<file path="src/hw/rtl/u8dec_pkg.sv">
// Shared types and constants for the UTF-8 code point decoder.
// No dependencies; used by u8dec_step and utf8_code_point_decoder.
package u8dec_pkg;

  localparam int unsigned ByteW  = 8;
  localparam int unsigned CpW    = 21;
  localparam int unsigned StatW  = 2;
  localparam int unsigned CountW = 3;
  localparam int unsigned LeftW  = 2;

  // Result status codes.
  localparam logic [StatW-1:0] ST_OK        = 2'd0;
  localparam logic [StatW-1:0] ST_BAD_START = 2'd1;
  localparam logic [StatW-1:0] ST_BAD_CONT  = 2'd2;

  // Lead bytes that carry extra bounds on the first continuation word.
  localparam logic [ByteW-1:0] LEAD_E0     = 8'hE0;
  localparam logic [ByteW-1:0] LEAD_F0     = 8'hF0;
  localparam logic [ByteW-1:0] LEAD_F4     = 8'hF4;
  localparam logic [ByteW-1:0] E0_MIN_CONT = 8'hA0;
  localparam logic [ByteW-1:0] F0_MIN_CONT = 8'h90;
  localparam logic [ByteW-1:0] F4_MAX_CONT = 8'h8F;

  // Decoder state carried from one word to the next.
  typedef struct packed {
    logic [LeftW-1:0]  bytes_left;
    logic [CountW-1:0] seq_length;
    logic [CpW-1:0]    accumulator;
    logic [ByteW-1:0]  lead_value;
    logic              seq_error;
  } u8dec_state_t;

  // One decoded character.
  typedef struct packed {
    logic              valid;
    logic [CpW-1:0]    code_point;
    logic [StatW-1:0]  status;
    logic [CountW-1:0] byte_count;
  } u8dec_res_t;

endpackage

</file>
<file path="src/hw/rtl/u8dec_step.sv">
// One-word update of the UTF-8 decoder state: lead decode, continuation
// checks and accumulation. Depends on u8dec_pkg.
module u8dec_step import u8dec_pkg::*; (
  input  u8dec_state_t     state_cur,
  input  logic [ByteW-1:0] data_byte,
  output u8dec_state_t     state_nxt,
  output u8dec_res_t       res
);

  logic [CpW-1:0]    acc_shift;
  logic [LeftW-1:0]  left_dec;
  logic              first_cont;
  logic              err;

  assign acc_shift  = {state_cur.accumulator[CpW-7:0], data_byte[5:0]};
  assign left_dec   = state_cur.bytes_left - LeftW'(1);
  assign first_cont = ({1'b0, state_cur.bytes_left} + CountW'(1)) == state_cur.seq_length;

  always_comb begin
    err = state_cur.seq_error || (data_byte[7:6] != 2'b10);
    if (first_cont) begin
      if (state_cur.lead_value == LEAD_E0 && data_byte < E0_MIN_CONT) err = 1'b1;
      if (state_cur.lead_value == LEAD_F0 && data_byte < F0_MIN_CONT) err = 1'b1;
      if (state_cur.lead_value == LEAD_F4 && data_byte > F4_MAX_CONT) err = 1'b1;
    end
  end

  always_comb begin
    state_nxt      = state_cur;
    res.valid      = 1'b0;
    res.code_point = '0;
    res.status     = ST_OK;
    res.byte_count = CountW'(1);
    if (state_cur.bytes_left == '0) begin
      if (data_byte[7] == 1'b0) begin
        res.valid      = 1'b1;
        res.code_point = CpW'(data_byte);
      end else if (data_byte >= 8'hC2 && data_byte <= 8'hDF) begin
        state_nxt.seq_length  = CountW'(2);
        state_nxt.bytes_left  = LeftW'(1);
        state_nxt.accumulator = CpW'(data_byte & 8'h1F);
        state_nxt.lead_value  = data_byte;
        state_nxt.seq_error   = 1'b0;
      end else if (data_byte >= 8'hE0 && data_byte <= 8'hEF) begin
        state_nxt.seq_length  = CountW'(3);
        state_nxt.bytes_left  = LeftW'(2);
        state_nxt.accumulator = CpW'(data_byte & 8'h0F);
        state_nxt.lead_value  = data_byte;
        state_nxt.seq_error   = 1'b0;
      end else if (data_byte >= 8'hF0 && data_byte <= 8'hF4) begin
        state_nxt.seq_length  = CountW'(4);
        state_nxt.bytes_left  = LeftW'(3);
        state_nxt.accumulator = CpW'(data_byte & 8'h07);
        state_nxt.lead_value  = data_byte;
        state_nxt.seq_error   = 1'b0;
      end else begin
        res.valid  = 1'b1;
        res.status = ST_BAD_START;
      end
    end else begin
      state_nxt.accumulator = acc_shift;
      state_nxt.bytes_left  = left_dec;
      if (left_dec == '0) begin
        res.valid           = 1'b1;
        res.code_point      = acc_shift;
        res.status          = err ? ST_BAD_CONT : ST_OK;
        res.byte_count      = state_cur.seq_length;
        state_nxt.seq_error = 1'b0;
      end else begin
        state_nxt.seq_error = err;
      end
    end
  end

endmodule

</file>
<file path="src/hw/rtl/utf8_code_point_decoder.sv">
// Top level of the UTF-8 code point decoder: input word register, decode
// state, result register. Depends on u8dec_pkg and u8dec_step.

// The decoder takes one byte of a UTF-8 stream per word on the input
// channel and gives one result word per character: the code point, a
// status (ok, invalid start byte, invalid continuation byte) and the number
// of bytes the character used. It accepts one byte every cycle for as long
// as results are taken; a byte goes through the input register and the
// decode step into the result register. A single decode step lies between
// the input register and the result register. A stalled result register
// holds the input register too, and the input channel then stops after
// one more byte. Bad sequences are consumed to their full length before
// they are reported.
module utf8_code_point_decoder import u8dec_pkg::*; (
  input  logic              clk,
  input  logic              rst_n,
  input  logic              in_valid,
  output logic              in_ready,
  input  logic [ByteW-1:0]  in_data_byte,
  output logic              out_valid,
  input  logic              out_ready,
  output logic [CpW-1:0]    out_code_point,
  output logic [StatW-1:0]  out_status,
  output logic [CountW-1:0] out_byte_count
);

  // Input register: one byte waiting for the decode step.
  logic             in_vld_r;
  logic [ByteW-1:0] in_byte_r;

  // Decoder state that spans the bytes of one character.
  u8dec_state_t state_r;
  u8dec_state_t state_nxt;
  u8dec_res_t   res;

  // Result register.
  logic              out_vld_r;
  logic [CpW-1:0]    cp_r;
  logic [StatW-1:0]  stat_r;
  logic [CountW-1:0] cnt_r;

  logic step_go;

  // The decode step runs whenever a byte is waiting and the result register
  // is free or drains this cycle; a byte that yields no result still advances the state.
  assign step_go  = in_vld_r && (!out_vld_r || out_ready);
  assign in_ready = !in_vld_r || step_go;

  u8dec_step u_step (
    .state_cur (state_r),
    .data_byte (in_byte_r),
    .state_nxt (state_nxt),
    .res       (res)
  );

  always_ff @(posedge clk) begin
    if (!rst_n) begin
      in_vld_r <= 1'b0;
    end else if (in_ready) begin
      in_vld_r <= in_valid;
    end
  end

  always_ff @(posedge clk) begin
    if (in_valid && in_ready) begin
      in_byte_r <= in_data_byte;
    end
  end

  always_ff @(posedge clk) begin
    if (!rst_n) begin
      state_r <= '0;
    end else if (step_go) begin
      state_r <= state_nxt;
    end
  end

  always_ff @(posedge clk) begin
    if (!rst_n) begin
      out_vld_r <= 1'b0;
    end else if (step_go) begin
      out_vld_r <= res.valid;
    end else if (out_ready) begin
      out_vld_r <= 1'b0;
    end
  end

  always_ff @(posedge clk) begin
    if (step_go && res.valid) begin
      cp_r   <= res.code_point;
      stat_r <= res.status;
      cnt_r  <= res.byte_count;
    end
  end

  assign out_valid      = out_vld_r;
  assign out_code_point = cp_r;
  assign out_status     = stat_r;
  assign out_byte_count = cnt_r;

`ifndef ASSERT_OFF
  // An open sequence always has a known length longer than what is left.
  a_open_seq: assert property (@(posedge clk) disable iff (!rst_n)
    (state_r.bytes_left != '0) |->
      (state_r.seq_length >= CountW'(2) &&
       {1'b0, state_r.bytes_left} < state_r.seq_length))
    else $error("open sequence has inconsistent length");

  // An invalid start byte reports a zero code point over a single byte.
  a_bad_start: assert property (@(posedge clk) disable iff (!rst_n)
    (out_valid && out_status == ST_BAD_START) |->
      (out_code_point == '0 && out_byte_count == CountW'(1)))
    else $error("invalid start result carries wrong fields");

  // A good one-byte character is plain ASCII.
  a_ascii: assert property (@(posedge clk) disable iff (!rst_n)
    (out_valid && out_status == ST_OK && out_byte_count == CountW'(1)) |->
      (out_code_point < CpW'(128)))
    else $error("one-byte character above ASCII range");

  // Every result finishes a character, so the state is back at a lead byte.
  a_result_closes: assert property (@(posedge clk) disable iff (!rst_n)
    (step_go && res.valid) |=> (state_r.bytes_left == '0 && !state_r.seq_error))
    else $error("result given while a sequence is still open");
`endif

endmodule
</file>
<file path="config.mk">
export PLATFORM = sky130hd
export DESIGN_NAME = utf8_code_point_decoder
export DESIGN_NICKNAME = d
export VERILOG_FILES = /design/src/hw/rtl/u8dec_pkg.sv /design/src/hw/rtl/u8dec_step.sv /design/src/hw/rtl/utf8_code_point_decoder.sv
export SDC_FILE = /design/constraint.sdc
export NUM_CORES = 1
export LEC_CHECK = 0
export BUFFER_PORTS_ARGS = -buffer_cell sky130_fd_sc_hd__buf_2
export CAP_MARGIN = 25
export CORE_MARGIN = 4
export CORE_UTILIZATION = 55
export DETAILED_ROUTE_END_ITERATION = 6
export PLACE_DENSITY_LB_ADDON = 0.12
export SETUP_SLACK_MARGIN = 0.2
export SYNTH_ARGS = -nofsm -noshare
export SYNTH_HDL_FRONTEND = slang
export SYNTH_SLANG_ARGS = --single-unit
</file>
<file path="constraint.sdc">
create_clock -name clk -period 4.55 [get_ports clk]
set_input_delay 0.6825 -clock clk [delete_from_list [all_inputs] [get_ports clk]]
set_output_delay 0.6825 -clock clk [all_outputs]
set_load 0.02 [all_outputs]
</file>
Word-level counts from Yosys, hierarchy flattened --
Index checks and enable logic that the tools add are counted.
Cells by class: shifts and indexed selects 0, magnitude comparators 9, div/mod/pow operators 0, reductions and logical operators 21, equal/unequal tests 7, bitwise operators 1, $add $sub $neg 2, mux-type cells 26, $mul 0
Operator list (number):
- 2-to-1 mux 35 bit | 4
- 2-to-1 mux 27 bit | 1
- equality test 8 bit, second input constant | 3
- >= comparator 8 bit, second input constant | 3
- <= comparator 8 bit, second input constant | 3
- 2-to-1 mux 24 bit | 1
- less-than comparator 8 bit, second input constant | 2
- 2-to-1 mux 15 bit | 1
- 2-to-1 mux 1 bit | 13
- 2-to-1 mux 2 bit | 5
- logical AND 1 bit | 9
- greater-than comparator 8 bit, second input constant | 1
- 2-to-1 mux 7 bit | 1
- zero test 2 bit | 2
- inequality test 2 bit, second input constant | 2
- inequality test 4 bit, second input constant | 1
- AND reduction 4 bit | 1
- adder 2 x 1 -> 3 bit, second input constant | 1
- equality test 3 bit | 1
- logical OR 1 bit | 3
- AND reduction 3 bit | 1
- nonzero test 3 bit | 1
- zero test 1 bit | 2
- nonzero test 2 bit | 1
- other kinds (3) | 3
Word-level totals: input bits 12, bits in read-only memories 0, flip-flop bits (word level) 65, output and inout port bits 28, bits in latches 0, memory bits (writable) 0, memories 0

Logic depth before layout (Yosys ltp) --
depth after elaboration 10, mapped depth 8, gate-level depth less buffers 6

Cells and area by module --
A second synthesis with hierarchy kept.
Second synthesis, totals: cell total of the unflattened synthesis 354, area, all modules 3533.4 µm²
By module, submodules not included:
- utf8_code_point_decoder | cells each 198, sequential area each 1761.7 µm², area each 2513.7 µm², times used 1
- u8dec_step | cells each 156, sequential area each 0.0 µm², area each 1019.7 µm², times used 1

Worst setup path before layout --
No wires, ideal clock.
kind register -> register, start reg in_byte_r[1], end reg cnt_r[0], in the netlist out_byte_count[0], enable pin, period minus slack after synthesis 3393 ps, slack 1157 ps, arrival time 2951 ps, library setup time 442 ps, cell stages (with the launch flop) 5, path buffers 0, cell sequence edfxtp_1 > nor4_2 > a21o_4 > nor3_1 > nor3_1
On the way: cells in the longest elaborated chain, start to end 8, elaborated cells on any way between the ends 15, classes of those cells order compare: 6; mux: 5; reduce/logical: 4
Ends and longest elaborated chain:
- start, declared | line utf8_code_point_decoder.sv:29 | logic [ByteW-1:0] in_byte_r;
- start signal, assigned | line utf8_code_point_decoder.sv:66 | in_byte_r <= in_data_byte;
- >= comparator 8 bit / <= comparator 8 bit (equally long branches) | line u8dec_step.sv:50 | end else if (data_byte >= 8'hF0 && data_byte <= 8'hF4) begin
- logical AND 1 bit | line u8dec_step.sv:50
- 2-to-1 mux 1 bit | line u8dec_step.sv:50
- 2-to-1 mux 1 bit | line u8dec_step.sv:44 | end else if (data_byte >= 8'hE0 && data_byte <= 8'hEF) begin
- 2-to-1 mux 1 bit (*) | line u8dec_step.sv:38 | end else if (data_byte >= 8'hC2 && data_byte <= 8'hDF) begin
- 2-to-1 mux 1 bit (*) | line u8dec_step.sv:35 | if (data_byte[7] == 1'b0) begin
- 2-to-1 mux 24 bit (*) | line u8dec_step.sv:34 | if (state_cur.bytes_left == '0) begin
- logical AND 1 bit (*) | line utf8_code_point_decoder.sv:89 | if (step_go && res.valid) begin
- end signal, assigned | line utf8_code_point_decoder.sv:92 | cnt_r <= res.byte_count;
- end, declared | line utf8_code_point_decoder.sv:40 | logic [CountW-1:0] cnt_r;
Mark *: on every way between the ends. The rest lies on a longest branch, timed or not. A chain may end at the register's enable or synchronous reset.

Worst setup path after layout --
Same ends and word-level chain as after synthesis.

==> impl_metrics.ini <==
[status]
status = complete, no violations

[die]
core_um2 = 4720
rows = 25
die_w_um = 77.6
die_height_um = 77.6
die-area_um2 = 6020
io_pins = 40
initial_core_util_pct = 56.4

[route]
vias_per_cell = 5.40
vias = 1803
drt_iter0_drc = 119
drt-total-wl_mm = 4.77
post_drt_wl_per_cell_um = 14.3
drc_errors = 0
antenna_left = 0
dr.pass1.iters = 4

[cells_and_area]
syn2layout_area_growth_pct = 16.9
fin_util_pct = 66.0
layout.nets = 277
drive_gt1_share_pct = 22.5
diodes = 0
fillers = 389

[global_route]
grt_busiest_layer = met2
grt_pass1_vias = 1664
grt_max_degree = 29
use_met3_pct = 4.99
grt_util_met2_pct = 25.3
grt_overflow = 0
grt_pass1_wl_mm = 7.92
grtUsageMet1_pct = 23.0
antenna_found_initial = 0
grt_use_total_pct = 17.0

[clock_network]
cts_root_buf = clkbuf_8
clockBufferDepth = 2
cts_setup_buffers = 0
h-tree-depth = 3
holdBufCountCts = 0
cts_tree = built
numCtsBuffers = 9
insertion_delay_ns = 0.34
post_cts_resized = 0
cts.sink_count = 65
clk_pin_slew_ns = 0.07

[sta]
tightest_slew_ns = 0.654
relSlewSlack_pct = 56.4
timing.hold.ws_ns = 0.477
setup_viol = 0
drv_slew = 0
skew_ns = 0.0108
max_freq_ghz = 0.458
final_hold_viol_count = 0
final.setup.tns_ns = 0
fin_crit_sh_pct = 48.0
grt_setup_unrepaired = false
layout_setup_ws_ns = 2.37
finalCriticalPeriod_ns = 2.18

[setup_path]
crit_arrival_ns = 2.20
cp.depth = 5
crit_end = out_byte_count[0]
end_kind = flop
start_kind = flop
reg2regPathDepth = 5
crit_start = in_byte_r[1]
crit_buf_inv = 1
rrSetupSlack_ns = 2.37
crit_type = flop to flop
cpLargestDelayFamily = simple AND/OR/NAND/NOR gates
cp_cell_sequence = nor4_2, a21o_4, nor3_1, nor3_2, buf_4
critPathSlowestCell = edfxtp_1
r2r_start = in_byte_r[1]
cp_data_required_time_ns = 4.56
timing.rr.end = out_byte_count[0]
cpPeakStageDelay_ns = 0.51
cp_max_fo = 26

[pwr]
p_leak_uw = 0.00117
p_per_area_nw_per_um2 = 408
peakVddDrop_mv = 0.305

[synthesis]
synth_area_um2 = 2670
ys_seq_area_share_pct = 61.6
ys_ff_latch = 65
synth-async-reset-ratio_pct = 0
synthFlopType = edfxtp_1
synth.distinct_cells = 44
synth_edf_count = 34
synth_cells = 222
yosysWarnings = 0
avgSynthCellArea_um2 = 12.0
synth_fp_nets = 237

[flow_run]
cap_violations = 0

[placement]
dp_hpwl_mm = 3.26
post-place-ws_ns = 2.16
portBuffers = 39
routabilityCongestion = 0.889

[worst_hold_path]
hp-class = flop to flop
-- area by class of cell --
class / instances / area [um^2] / share of cell area, %
clock inverters: 3 / 65.1 / 2.09
clock buffers: 13 / 149 / 4.78
inverters: 8 / 30.0 / 0.963
flip-flops and latches: 65 / 1640 / 52.7
repair buffers: 41 / 210 / 6.74
well taps: 67 / 83.8 / 2.69
multi-input cells: 137 / 937 / 30.1
-- kinds of logic (layout without fill, tap and decap cells) --
| logic type | Yosys count | in the layout | share of synthesized area [%] |
|---|---|---|---|
| buffers and inverters | 20 | 65 | 3.43 |
| muxes | 7 | 7 | 2.63 |
| xor gates and xnor gates | 3 | 3 | 0.986 |
| AOI/OAI and AO/OA | 52 | 52 | 15.3 |
| DFF | 65 | 65 | 61.6 |
| adders and majority gates | 3 | 3 | 1.41 |
| and+or+nand+nor | 72 | 72 | 14.7 |
-- Yosys cell counts, types with 2 or more instances --
cell type	number	area share [%]
nor2_1	5	0.70
nand3_1	13	2.4
a21oi_1	10	1.9
buf_2	4	0.75
nand2_1	16	2.3
dfxtp_1	31	23
o211ai_1	2	0.56
nor4_1	2	0.47
o21a_1	2	0.56
a32o_1	10	3.8
o311a_1	2	0.75
inv_1	8	1.1
o21ai_0	10	1.9
nor3_1	3	0.56
xnor2_1	2	0.66
ha_1	3	1.4
mux2i_1	7	2.6
and2_1	23	5.4
clkbuf_1	6	0.85
o41ai_1	2	0.66
edfxtp_1	34	38
nand2b_1	3	0.70
o31a_1	2	0.66
o211a_1	2	0.75
-- report_power, final --
group          total [uW]  leakage, uW  switching, uW  internal, uW
clock                 527     0.000108            204           323
sequential            654     0.000572           15.2           639
combinational        89.0     0.000493           59.6          29.4
total                1270      0.00117            279           992
-- flip-flops by register name, summed over array words and instances, names as in the netlist --
signal and cells:
state_r 29, out_code_point 21, in_byte_r 8, out_byte_count 3, out_status 2, in_vld_r 1, out_valid 1
-- placed cells by master (no fill, tap or decap), drive strengths merged, types with 3 or more instances in the layout --
master | Yosys | routed
nand3 | 13 | 13
a21oi | 10 | 10
buf | 6 | 41
mux2i | 7 | 7
and2 | 23 | 23
clkbuf | 6 | 13
edfxtp | 34 | 34
inv | 8 | 8
nor2 | 6 | 6
nor3 | 4 | 4
nand2b | 3 | 3
nand2 | 16 | 16
nor4 | 3 | 3
ha | 3 | 3
a32o | 10 | 10
o21ai | 10 | 10
dfxtp | 31 | 31
-- worst register-to-register path, cell delays in order (launching register included) --
cell and delay [ns]:
edfxtp_1 0.51, nor4_2 0.45, a21o_4 0.28, nor3_1 0.10, nor3_2 0.19, buf_4 0.33
-- layer usage --
layer  routed length [um]  part of all wire, %  vias to the layer above
li1                     -                    -                      906
met1                 2270                   48                      834
met2                 2150                   45                       56
met3                  279                  5.9                        7
met4                   70                  1.5                        0
met5                    0                    0                        -
-- per-stage QoR --
step,area (um^2),std cells,total power (uW)
4_1_cts,3120,334,1280
3_5_place_dp,2900,318,756
3_3_place_gp,2900,318,755
2_1_floorplan,2670,222,728
6_report,3120,334,1270
5_1_grt,3120,334,1320
-- worst min path at each step --
| stage | from | end | cells after the start |
|---|---|---|---|
| floorplan | state_r[7] | state_r[7] | 1 |
| global placement | state_r[7] | state_r[7] | 1 |
| detailed placement | state_r[8] | state_r[8] | 1 |
| CTS | state_r[10] | state_r[10] | 2 |
| global route | state_r[7] | state_r[7] | 1 |
| finish | state_r[10] | state_r[10] | 2 |
No activity file was read; power rests on OpenSTA's default activity.
